`src/hw/rtl/cfdpnak_pkg.sv`:
```
// shared types, codes and constants of the cfdp nak pdu parser
package cfdpnak_pkg;

  localparam int MaxSegmentsDefault = 64;
  localparam int QueueDepthDefault  = 4;

  // parse stage
  typedef enum logic [1:0] {
    ST_CODE    = 2'd0,
    ST_SCOPE   = 2'd1,
    ST_SEGS    = 2'd2,
    ST_DISCARD = 2'd3
  } parse_stage_t;

  // final status codes
  localparam logic [2:0] S_OK     = 3'd0;
  localparam logic [2:0] S_SHORT  = 3'd1;
  localparam logic [2:0] S_CODE   = 3'd2;
  localparam logic [2:0] S_RAGGED = 3'd3;
  localparam logic [2:0] S_MANY   = 3'd4;

  // record kinds
  localparam logic [1:0] REC_SCOPE   = 2'd0;
  localparam logic [1:0] REC_SEGMENT = 2'd1;
  localparam logic [1:0] REC_STATUS  = 2'd2;

  // configuration register indexes
  localparam logic CFG_LARGE_FILE_MODE = 1'b0;
  localparam logic CFG_NAK_CODE        = 1'b1;

  localparam logic [7:0] NakCodeReset = 8'd8;

  typedef struct packed {
    logic [7:0] data_byte;
    logic       last_byte;
  } in_item_t;

  typedef struct packed {
    logic [1:0]  record_kind;
    logic [63:0] from_offset;
    logic [63:0] to_offset;
    logic [2:0]  status;
    logic [6:0]  segment_count;
    logic        last;
  } out_rec_t;

  // one queue entry: a pair record, a status record, or both
  typedef struct packed {
    logic        has_pair;
    logic        pair_is_seg;
    logic [63:0] from_offset;
    logic [63:0] to_offset;
    logic        has_stat;
    logic [2:0]  status;
    logic [6:0]  segment_count;
  } cmd_t;

endpackage

```
`src/hw/rtl/cfdpnak_front.sv`:
```
// front end: byte parser, offset assembly and error classification
module cfdpnak_front #(
  parameter int MAX_SEGMENTS = cfdpnak_pkg::MaxSegmentsDefault
) (
  input  logic                  clk,
  input  logic                  rst_n,
  input  logic                  cfg_we,
  input  logic                  cfg_index,
  input  logic [7:0]            cfg_wdata,
  input  logic                  accept,
  input  cfdpnak_pkg::in_item_t item,
  output logic                  push,
  output cfdpnak_pkg::cmd_t     cmd
);

  logic                      lfm_r;
  logic [7:0]                code_r;
  logic [3:0]                fp_r, fp_nxt;
  cfdpnak_pkg::parse_stage_t stage_r, stage_nxt;
  logic [63:0]               acc_r, acc_nxt;
  logic [63:0]               held_r, held_nxt;
  logic [6:0]                cnt_r, cnt_nxt;
  logic [2:0]                err_r, err_nxt;

  logic [63:0] acc_sh;
  logic [4:0]  pos, pos_n, fs, fs2;

  assign acc_sh = {acc_r[55:0], item.data_byte};
  assign pos    = {1'b0, fp_r} + 5'd1;
  assign fs     = lfm_r ? 5'd8 : 5'd4;
  assign fs2    = {fs[3:0], 1'b0};

  always_comb begin
    fp_nxt    = fp_r;
    stage_nxt = stage_r;
    acc_nxt   = acc_r;
    held_nxt  = held_r;
    cnt_nxt   = cnt_r;
    err_nxt   = err_r;
    pos_n     = pos;
    cmd       = '0;
    if (accept) begin
      case (stage_r)
        cfdpnak_pkg::ST_CODE: begin
          if (item.data_byte != code_r) begin
            err_nxt   = cfdpnak_pkg::S_CODE;
            stage_nxt = cfdpnak_pkg::ST_DISCARD;
          end else begin
            stage_nxt = cfdpnak_pkg::ST_SCOPE;
            fp_nxt    = 4'd0;
            acc_nxt   = '0;
          end
        end
        cfdpnak_pkg::ST_SCOPE, cfdpnak_pkg::ST_SEGS: begin
          acc_nxt = acc_sh;
          if (pos == fs) begin
            held_nxt = acc_sh;
            acc_nxt  = '0;
          end
          if (pos >= fs2) begin
            acc_nxt = '0;
            pos_n   = 5'd0;
            if (stage_r == cfdpnak_pkg::ST_SCOPE) begin
              cmd.has_pair     = 1'b1;
              cmd.pair_is_seg  = 1'b0;
              cmd.from_offset  = held_r;
              cmd.to_offset    = acc_sh;
              stage_nxt        = cfdpnak_pkg::ST_SEGS;
            end else if (cnt_r >= 7'(MAX_SEGMENTS)) begin
              err_nxt   = cfdpnak_pkg::S_MANY;
              stage_nxt = cfdpnak_pkg::ST_DISCARD;
            end else begin
              cnt_nxt          = cnt_r + 7'd1;
              cmd.has_pair     = 1'b1;
              cmd.pair_is_seg  = 1'b1;
              cmd.from_offset  = held_r;
              cmd.to_offset    = acc_sh;
            end
          end
          fp_nxt = pos_n[3:0];
        end
        default: begin
        end
      endcase
      if (item.last_byte) begin
        cmd.has_stat      = 1'b1;
        cmd.segment_count = cnt_nxt;
        if (err_nxt != cfdpnak_pkg::S_OK) begin
          cmd.status = err_nxt;
        end else if (stage_nxt != cfdpnak_pkg::ST_SEGS) begin
          cmd.status = cfdpnak_pkg::S_SHORT;
        end else if (fp_nxt != 4'd0) begin
          cmd.status = cfdpnak_pkg::S_RAGGED;
        end else begin
          cmd.status = cfdpnak_pkg::S_OK;
        end
        fp_nxt    = 4'd0;
        stage_nxt = cfdpnak_pkg::ST_CODE;
        acc_nxt   = '0;
        held_nxt  = '0;
        cnt_nxt   = '0;
        err_nxt   = cfdpnak_pkg::S_OK;
      end
    end
  end

  assign push = accept && (cmd.has_pair || cmd.has_stat);

  always_ff @(posedge clk) begin
    if (!rst_n) begin
      lfm_r   <= 1'b0;
      code_r  <= cfdpnak_pkg::NakCodeReset;
      fp_r    <= '0;
      stage_r <= cfdpnak_pkg::ST_CODE;
      acc_r   <= '0;
      held_r  <= '0;
      cnt_r   <= '0;
      err_r   <= cfdpnak_pkg::S_OK;
    end else begin
      if (cfg_we && cfg_index == cfdpnak_pkg::CFG_LARGE_FILE_MODE) begin
        lfm_r <= cfg_wdata[0];
      end
      if (cfg_we && cfg_index == cfdpnak_pkg::CFG_NAK_CODE) begin
        code_r <= cfg_wdata;
      end
      fp_r    <= fp_nxt;
      stage_r <= stage_nxt;
      acc_r   <= acc_nxt;
      held_r  <= held_nxt;
      cnt_r   <= cnt_nxt;
      err_r   <= err_nxt;
    end
  end

`ifndef NO_ASSERTIONS
  // discarding and a recorded error go together
  a_discard_err: assert property (@(posedge clk) disable iff (!rst_n)
    (stage_r == cfdpnak_pkg::ST_DISCARD) == (err_r != cfdpnak_pkg::S_OK))
    else $error("discard stage and error code disagree");

  // a partial pair exists only while offsets are being assembled
  a_fp_stage: assert property (@(posedge clk) disable iff (!rst_n)
    (fp_r != 4'd0) |-> (stage_r == cfdpnak_pkg::ST_SCOPE ||
                        stage_r == cfdpnak_pkg::ST_SEGS))
    else $error("pair position set outside offset stages");
`endif

endmodule

```
`src/hw/rtl/cfdpnak_queue.sv`:
```
// short fifo of parsed records between front and back
module cfdpnak_queue #(
  parameter int DEPTH = cfdpnak_pkg::QueueDepthDefault
) (
  input  logic              clk,
  input  logic              rst_n,
  input  logic              push,
  input  cfdpnak_pkg::cmd_t push_data,
  input  logic              pop,
  output cfdpnak_pkg::cmd_t head,
  output logic              empty,
  output logic              full
);

  localparam int PW = (DEPTH > 1) ? $clog2(DEPTH) : 1;
  localparam int CW = $clog2(DEPTH + 1);

  cfdpnak_pkg::cmd_t mem_r [DEPTH];
  logic [PW-1:0]     wr_ptr_r, rd_ptr_r;
  logic [CW-1:0]     cnt_r;

  function automatic logic [PW-1:0] wrap_inc(input logic [PW-1:0] p);
    return (p == PW'(DEPTH - 1)) ? '0 : p + PW'(1);
  endfunction

  assign head  = mem_r[rd_ptr_r];
  assign empty = (cnt_r == '0);
  assign full  = (cnt_r == CW'(DEPTH));

  always_ff @(posedge clk) begin
    if (push) begin
      mem_r[wr_ptr_r] <= push_data;
    end
  end

  always_ff @(posedge clk) begin
    if (!rst_n) begin
      wr_ptr_r <= '0;
      rd_ptr_r <= '0;
      cnt_r    <= '0;
    end else begin
      if (push) begin
        wr_ptr_r <= wrap_inc(wr_ptr_r);
      end
      if (pop) begin
        rd_ptr_r <= wrap_inc(rd_ptr_r);
      end
      if (push && !pop) begin
        cnt_r <= cnt_r + CW'(1);
      end else if (pop && !push) begin
        cnt_r <= cnt_r - CW'(1);
      end
    end
  end

`ifndef NO_ASSERTIONS
  // no overflow or underflow
  a_no_overrun: assert property (@(posedge clk) disable iff (!rst_n)
    !(push && full) && !(pop && empty))
    else $error("queue overrun or underrun");
`endif

endmodule

```
`src/hw/rtl/cfdpnak_back.sv`:
```
// back end: unpacks queued entries into output records
module cfdpnak_back (
  input  logic                  clk,
  input  logic                  rst_n,
  input  cfdpnak_pkg::cmd_t     head,
  input  logic                  empty,
  output logic                  pop,
  output logic                  out_valid,
  input  logic                  out_stall,
  output cfdpnak_pkg::out_rec_t out_data
);

  logic                  out_valid_r, out_valid_nxt;
  cfdpnak_pkg::out_rec_t out_rec_r, out_rec_nxt;
  logic                  pair_done_r, pair_done_nxt;
  logic                  load;

  assign load = !out_valid_r || !out_stall;

  always_comb begin
    pop           = 1'b0;
    pair_done_nxt = pair_done_r;
    out_valid_nxt = out_valid_r && out_stall;
    out_rec_nxt   = out_rec_r;
    if (load && !empty) begin
      out_valid_nxt = 1'b1;
      if (head.has_pair && !pair_done_r) begin
        out_rec_nxt.record_kind   = head.pair_is_seg ? cfdpnak_pkg::REC_SEGMENT
                                                     : cfdpnak_pkg::REC_SCOPE;
        out_rec_nxt.from_offset   = head.from_offset;
        out_rec_nxt.to_offset     = head.to_offset;
        out_rec_nxt.status        = cfdpnak_pkg::S_OK;
        out_rec_nxt.segment_count = '0;
        out_rec_nxt.last          = 1'b0;
        if (head.has_stat) begin
          pair_done_nxt = 1'b1;
        end else begin
          pop = 1'b1;
        end
      end else begin
        out_rec_nxt.record_kind   = cfdpnak_pkg::REC_STATUS;
        out_rec_nxt.from_offset   = '0;
        out_rec_nxt.to_offset     = '0;
        out_rec_nxt.status        = head.status;
        out_rec_nxt.segment_count = head.segment_count;
        out_rec_nxt.last          = 1'b1;
        pop           = 1'b1;
        pair_done_nxt = 1'b0;
      end
    end
  end

  always_ff @(posedge clk) begin
    if (!rst_n) begin
      out_valid_r <= 1'b0;
      pair_done_r <= 1'b0;
    end else begin
      out_valid_r <= out_valid_nxt;
      pair_done_r <= pair_done_nxt;
    end
  end

  always_ff @(posedge clk) begin
    out_rec_r <= out_rec_nxt;
  end

  assign out_valid = out_valid_r;
  assign out_data  = out_rec_r;

`ifndef NO_ASSERTIONS
  // a half-sent entry stays at the head with both parts present
  a_pair_done_head: assert property (@(posedge clk) disable iff (!rst_n)
    pair_done_r |-> (!empty && head.has_pair && head.has_stat))
    else $error("pair sent flag without a matching head entry");
`endif

endmodule

```
`src/hw/rtl/cfdp_nak_pdu_parser_top.sv`:
```
// top level of the cfdp nak pdu data-field parser
//
// in channel: one octet of the nak pdu data field per request (data_byte),
// last_byte flags the final octet. a request is taken at a clock edge with
// in_valid high and in_stall low. out channel: one record per request,
// scope pair, segment request pair or final status (last = 1).
// the front parser takes one octet per cycle while in_stall is low and
// writes any records it yields into a short queue; the back end drains
// the queue into the output register, one record per cycle while
// out_stall is low. a record reaches out_* through the queue and then
// the output register. an octet that closes a pair and also ends the
// pdu yields two records in one queue entry, which the back end sends
// one after the other, the queue absorbing octets meanwhile.
// in_stall rises only when the queue is full, so a stalled receiver
// backs up through the queue to the input side after QUEUE_DEPTH entries.
// configuration (large_file_mode, nak_code) is to be written by the user
// through cfg_* while the block is idle, which it does not enforce. rst_n
// (synchronous, active low) empties the queue and output register, sets
// large_file_mode to 0 and nak_code to 8; the parser awaits the directive code.
module cfdp_nak_pdu_parser_top #(
  parameter int MAX_SEGMENTS = cfdpnak_pkg::MaxSegmentsDefault,
  parameter int QUEUE_DEPTH  = cfdpnak_pkg::QueueDepthDefault
) (
  input  logic                  clk,
  input  logic                  rst_n,
  input  logic                  in_valid,
  output logic                  in_stall,
  input  cfdpnak_pkg::in_item_t in_data,
  output logic                  out_valid,
  input  logic                  out_stall,
  output cfdpnak_pkg::out_rec_t out_data,
  input  logic                  cfg_we,
  input  logic                  cfg_index,
  input  logic [7:0]            cfg_wdata
);

  // front to queue
  logic              accept;
  logic              push;
  cfdpnak_pkg::cmd_t push_cmd;

  // queue to back
  cfdpnak_pkg::cmd_t head;
  logic              q_empty, q_full, pop;

  // the front takes an octet whenever the queue has room
  assign in_stall = q_full;
  assign accept   = in_valid && !q_full;

  cfdpnak_front #(
    .MAX_SEGMENTS(MAX_SEGMENTS)
  ) u_front (
    .clk       (clk),
    .rst_n     (rst_n),
    .cfg_we    (cfg_we),
    .cfg_index (cfg_index),
    .cfg_wdata (cfg_wdata),
    .accept    (accept),
    .item      (in_data),
    .push      (push),
    .cmd       (push_cmd)
  );

  cfdpnak_queue #(
    .DEPTH(QUEUE_DEPTH)
  ) u_queue (
    .clk       (clk),
    .rst_n     (rst_n),
    .push      (push),
    .push_data (push_cmd),
    .pop       (pop),
    .head      (head),
    .empty     (q_empty),
    .full      (q_full)
  );

  // back end: output register, splits pair plus status entries
  cfdpnak_back u_back (
    .clk       (clk),
    .rst_n     (rst_n),
    .head      (head),
    .empty     (q_empty),
    .pop       (pop),
    .out_valid (out_valid),
    .out_stall (out_stall),
    .out_data  (out_data)
  );

endmodule

```
`config.mk`:
```
export PLATFORM = sky130hd
export DESIGN_NAME = cfdp_nak_pdu_parser_top
export DESIGN_NICKNAME = d
export VERILOG_FILES = /design/src/hw/rtl/cfdpnak_pkg.sv /design/src/hw/rtl/cfdpnak_front.sv /design/src/hw/rtl/cfdpnak_queue.sv /design/src/hw/rtl/cfdpnak_back.sv /design/src/hw/rtl/cfdp_nak_pdu_parser_top.sv
export SDC_FILE = /design/constraint.sdc
export NUM_CORES = 1
export LEC_CHECK = 0
export ABC_AREA = 1
export BUFFER_PORTS_ARGS = -buffer_cell sky130_fd_sc_hd__buf_2
export CAP_MARGIN = 20
export CORE_ASPECT_RATIO = 1.1
export CORE_UTILIZATION = 50
export DETAILED_ROUTE_END_ITERATION = 10
export PLACE_DENSITY = 0.67
export SLEW_MARGIN = 20
export SYNTH_ARGS = -nofsm -noshare
export SYNTH_HDL_FRONTEND = slang
export SYNTH_SLANG_ARGS = --single-unit
export TNS_END_PERCENT = 10
```
`constraint.sdc`:
```
create_clock -name clk -period 23.5 [get_ports clk]
set_input_delay 1.175 -clock clk [delete_from_list [all_inputs] [get_ports clk]]
set_output_delay 1.175 -clock clk [all_outputs]
set_load 0.02 [all_outputs]
```
==> parameters.txt <==
Parameter                              Value

Floorplan
  Die height    274.9 um
  Top-Level Pins    166
  Number of core rows    99
  Starting utilization of the core area    50.80%
  Die X    250.1 um
  Die footprint    68760 um^2
  Area inside the core boundary    66640 um^2

Global routing
  Global-route wire length before repair    122000 um
  Combined global-route utilization of all metal layers    22.86%
  Total gr overflow    0
  Pin count of the biggest net entering global routing    223
  Number of global-route vias before repair    21430
  Antenna violations before repair    0

Synth
  Portion of the post-synthesis area used by sequential elements    71.76%
  Synth warn    0
  Synth unique cells    40
  Synthesized cell area    33850 um^2
  Cell count after synthesis    2949
  Number of synthesized flops with an enable pin    705
  Primary FF master, synth    edfxtp_1
  Async set-or-reset flop fraction in the synthesized netlist    0%
  Mean instance size in the synthesized netlist    11.48 um^2
  Number of flip-flops and latches in the synthesized netlist    861
  Synthesized net count    2988

Timing
  Count of final hold-check violations    0
  Final hold slack    0.4611 ns
  Setup repair after global routing missed its margin    false
  Worst clock skew    0.03005 ns
  Final setup violation count    0
  Final critical path time including I/O delays and setup    5.022 ns
  Share of the clock period used by the worst path after layout    21.37%
  Slew margin rel.    6.860%
  Slew @ Worst Pin    1.397 ns
  Setup TNS    0 ns
  Achievable clock frequency    199.1 MHz
  Final max-slew violation count    0

Route
  Ratio of routed vias to standard cells    5.529
  WL final    79100 um
  Via count    21970
  Violation count after the first detailed-route iteration    2063
  Final antenna-violating net count    0
  Remaining DRCs    0
  Drt pass-1 iters    5
  Average wire per standard cell    19.91 um

Cells and area
  Fraction of final layout cells sized beyond drive strength 1    12.49%
  Leading cell types in the layout, fill and taps excluded    nor2_1 (764), edfxtp_1 (705), o21ai_0 (299), a21oi_1 (273), nand2_1 (222)
  Filler instances    5419
  Layout net count    3086
  Leading cell type in the layout, fill and taps excluded    nor2_1
  Layout overhead on the synthesized area    12.29%
  Number of diodes    0

Placement
  Number of buffer cells added on primary ports    165
  Detailed-placement wirelength estimate    44340 um
  Final estimated routing congestion in global placement    0.8494

Clocking
  Post-CTS resize count    0
  Depth of the CTS H-tree    3
  Post-CTS Hold Buffers    0
  TritonCTS clock tree    yes
  Clock transition at the registers of the reported paths    0.07 ns
  Clk sinks    861
  Root buffer cell    clkbuf_16
  Maximum buffer depth of the clock tree    3
  Number of setup buffers added after CTS    0
  Inserted Clock Buffers    85
  Clock latency of the later-clocked register in the worst-skew pair    0.65 ns

Setup path
  CP Data Arrival Time    5.27 ns
  Element type at the critical path end    flop
  Worst EP required    23.75 ns
  Startpoint class of the critical path    flop
  Worst setup path category    flop to flop
  Max Fanout on Critical Path    67

Pwr
  Cell area power density    117.1 nW/um^2
  IR drop worst, VDD    0.2332 mV
  Leakage power of the design    13.46 nW

Flow run
  Reported max-cap violation count    0

Hold path
  Path class of the lowest-slack min-delay path    flop to flop

Status
  Outcome    complete, no violations
==> path summary, 6_finish.rpt <==
path,startpoint,to,slack [ns],cells after the start
worst max-delay path,u_front.fp_r[0],u_queue.mem_r[3][49],18.48,16
worst min-delay path,u_front.held_r[48],u_front.held_r[48],0.46,2
worst max register to register,u_front.fp_r[0],u_queue.mem_r[3][49],18.48,16
worst min register to register,u_front.held_r[48],u_front.held_r[48],0.46,2
==> power breakdown <==
part / switching (mW) / internal, mW / total, mW / leakage, nW
Clock: 0.575 / 0.781 / 1.36 / 1.35
Sequential: 0.0919 / 1.92 / 2.01 / 8.17
Combinational: 0.809 / 0.277 / 1.09 / 3.94
==> critical path: stages, from the launching register on <==
cell	delay (ns)
dfxtp_1	0.44
nand3_1	0.12
xor2_1	0.20
inv_1	0.07
ha_1	0.29
nand2_1	0.06
inv_1	0.06
nand3_2	0.11
nand2_4	0.16
inv_2	0.07
nor3_2	0.31
inv_4	0.24
nand2_1	0.17
inv_2	0.13
nor2_4	0.50
buf_4	0.66
buf_4	0.93
==> metrics by stage <==
step	setup WS, ns	instances	cell area, um^2	total power, mW	util, %
floorplan	13.17	2949	33860	2.787	-
finish	18.48	3973	38020	4.451	57.04
detailed placement	18.09	3817	35200	3.132	52.82
global placement	17.70	3816	35170	3.112	52.78
global route	18.15	3973	38020	4.653	57.04
CTS	18.49	3972	37980	4.487	56.99
==> cell usage after synthesis (10+ instances only) <==
cell type | count | share of area, %
a211oi_1 | 16 | 0.35
a211oi_2 | 41 | 1.5
a21oi_1 | 273 | 4.0
buf_1 | 15 | 0.17
buf_2 | 44 | 0.65
buf_4 | 11 | 0.24
buf_6 | 13 | 0.43
clkbuf_1 | 96 | 1.1
dfxtp_1 | 156 | 9.2
edfxtp_1 | 705 | 63
ha_1 | 15 | 0.55
inv_1 | 183 | 2.0
inv_2 | 10 | 0.11
nand2_1 | 223 | 2.5
nand3_1 | 28 | 0.41
nor2_1 | 769 | 8.5
o21ai_0 | 299 | 4.4
o22ai_1 | 14 | 0.26
==> metal layers <==
layer	routed length [um]	up-vias	GRT usage (%)
li1	-	10300	-
met4	1800	0	7.620
met2	38140	783	37.14
met1	34110	10780	31.70
met5	0	-	0
met3	5043	107	3.453
==> kinds of logic after synthesis <==
logic type                 Yosys count  synth area share, %
buffers and inverters              372                4.697
and+or+nand+nor                   1040                11.92
AOI/OAI and AO/OA                  650                10.75
adders and majority gates           16               0.6135
xor gates and xnor gates            10               0.2587
DFF                                861                71.76
==> registers in the layout (all words and copies together), names as in the netlist, 2 cells and up, named ones only <==
| signal | cells |
|---|---|
| u_queue.rd_ptr_r | 2 |
| u_front.acc_r | 56 |
| u_front.cnt_r | 7 |
| u_front.err_r | 3 |
| u_queue.wr_ptr_r | 2 |
| u_queue.mem_r | 564 |
| u_front.stage_r | 2 |
| u_front.held_r | 64 |
| u_front.fp_r | 4 |
| u_queue.cnt_r | 3 |
| u_front.code_r | 8 |
| u_back.out_data | 141 |
==> layout make-up <==
type	count	area (um^2)	area share, %
inverter	193	742.0	1.952
clock buffer	107	2240	5.891
tap	858	1074	2.824
multi-input combinational	1716	8031	21.13
sequential	861	24300	63.92
clock inverter	48	541.8	1.425
timing repair buffer	190	1086	2.857
No activity file was read; power rests on OpenSTA's default activity.
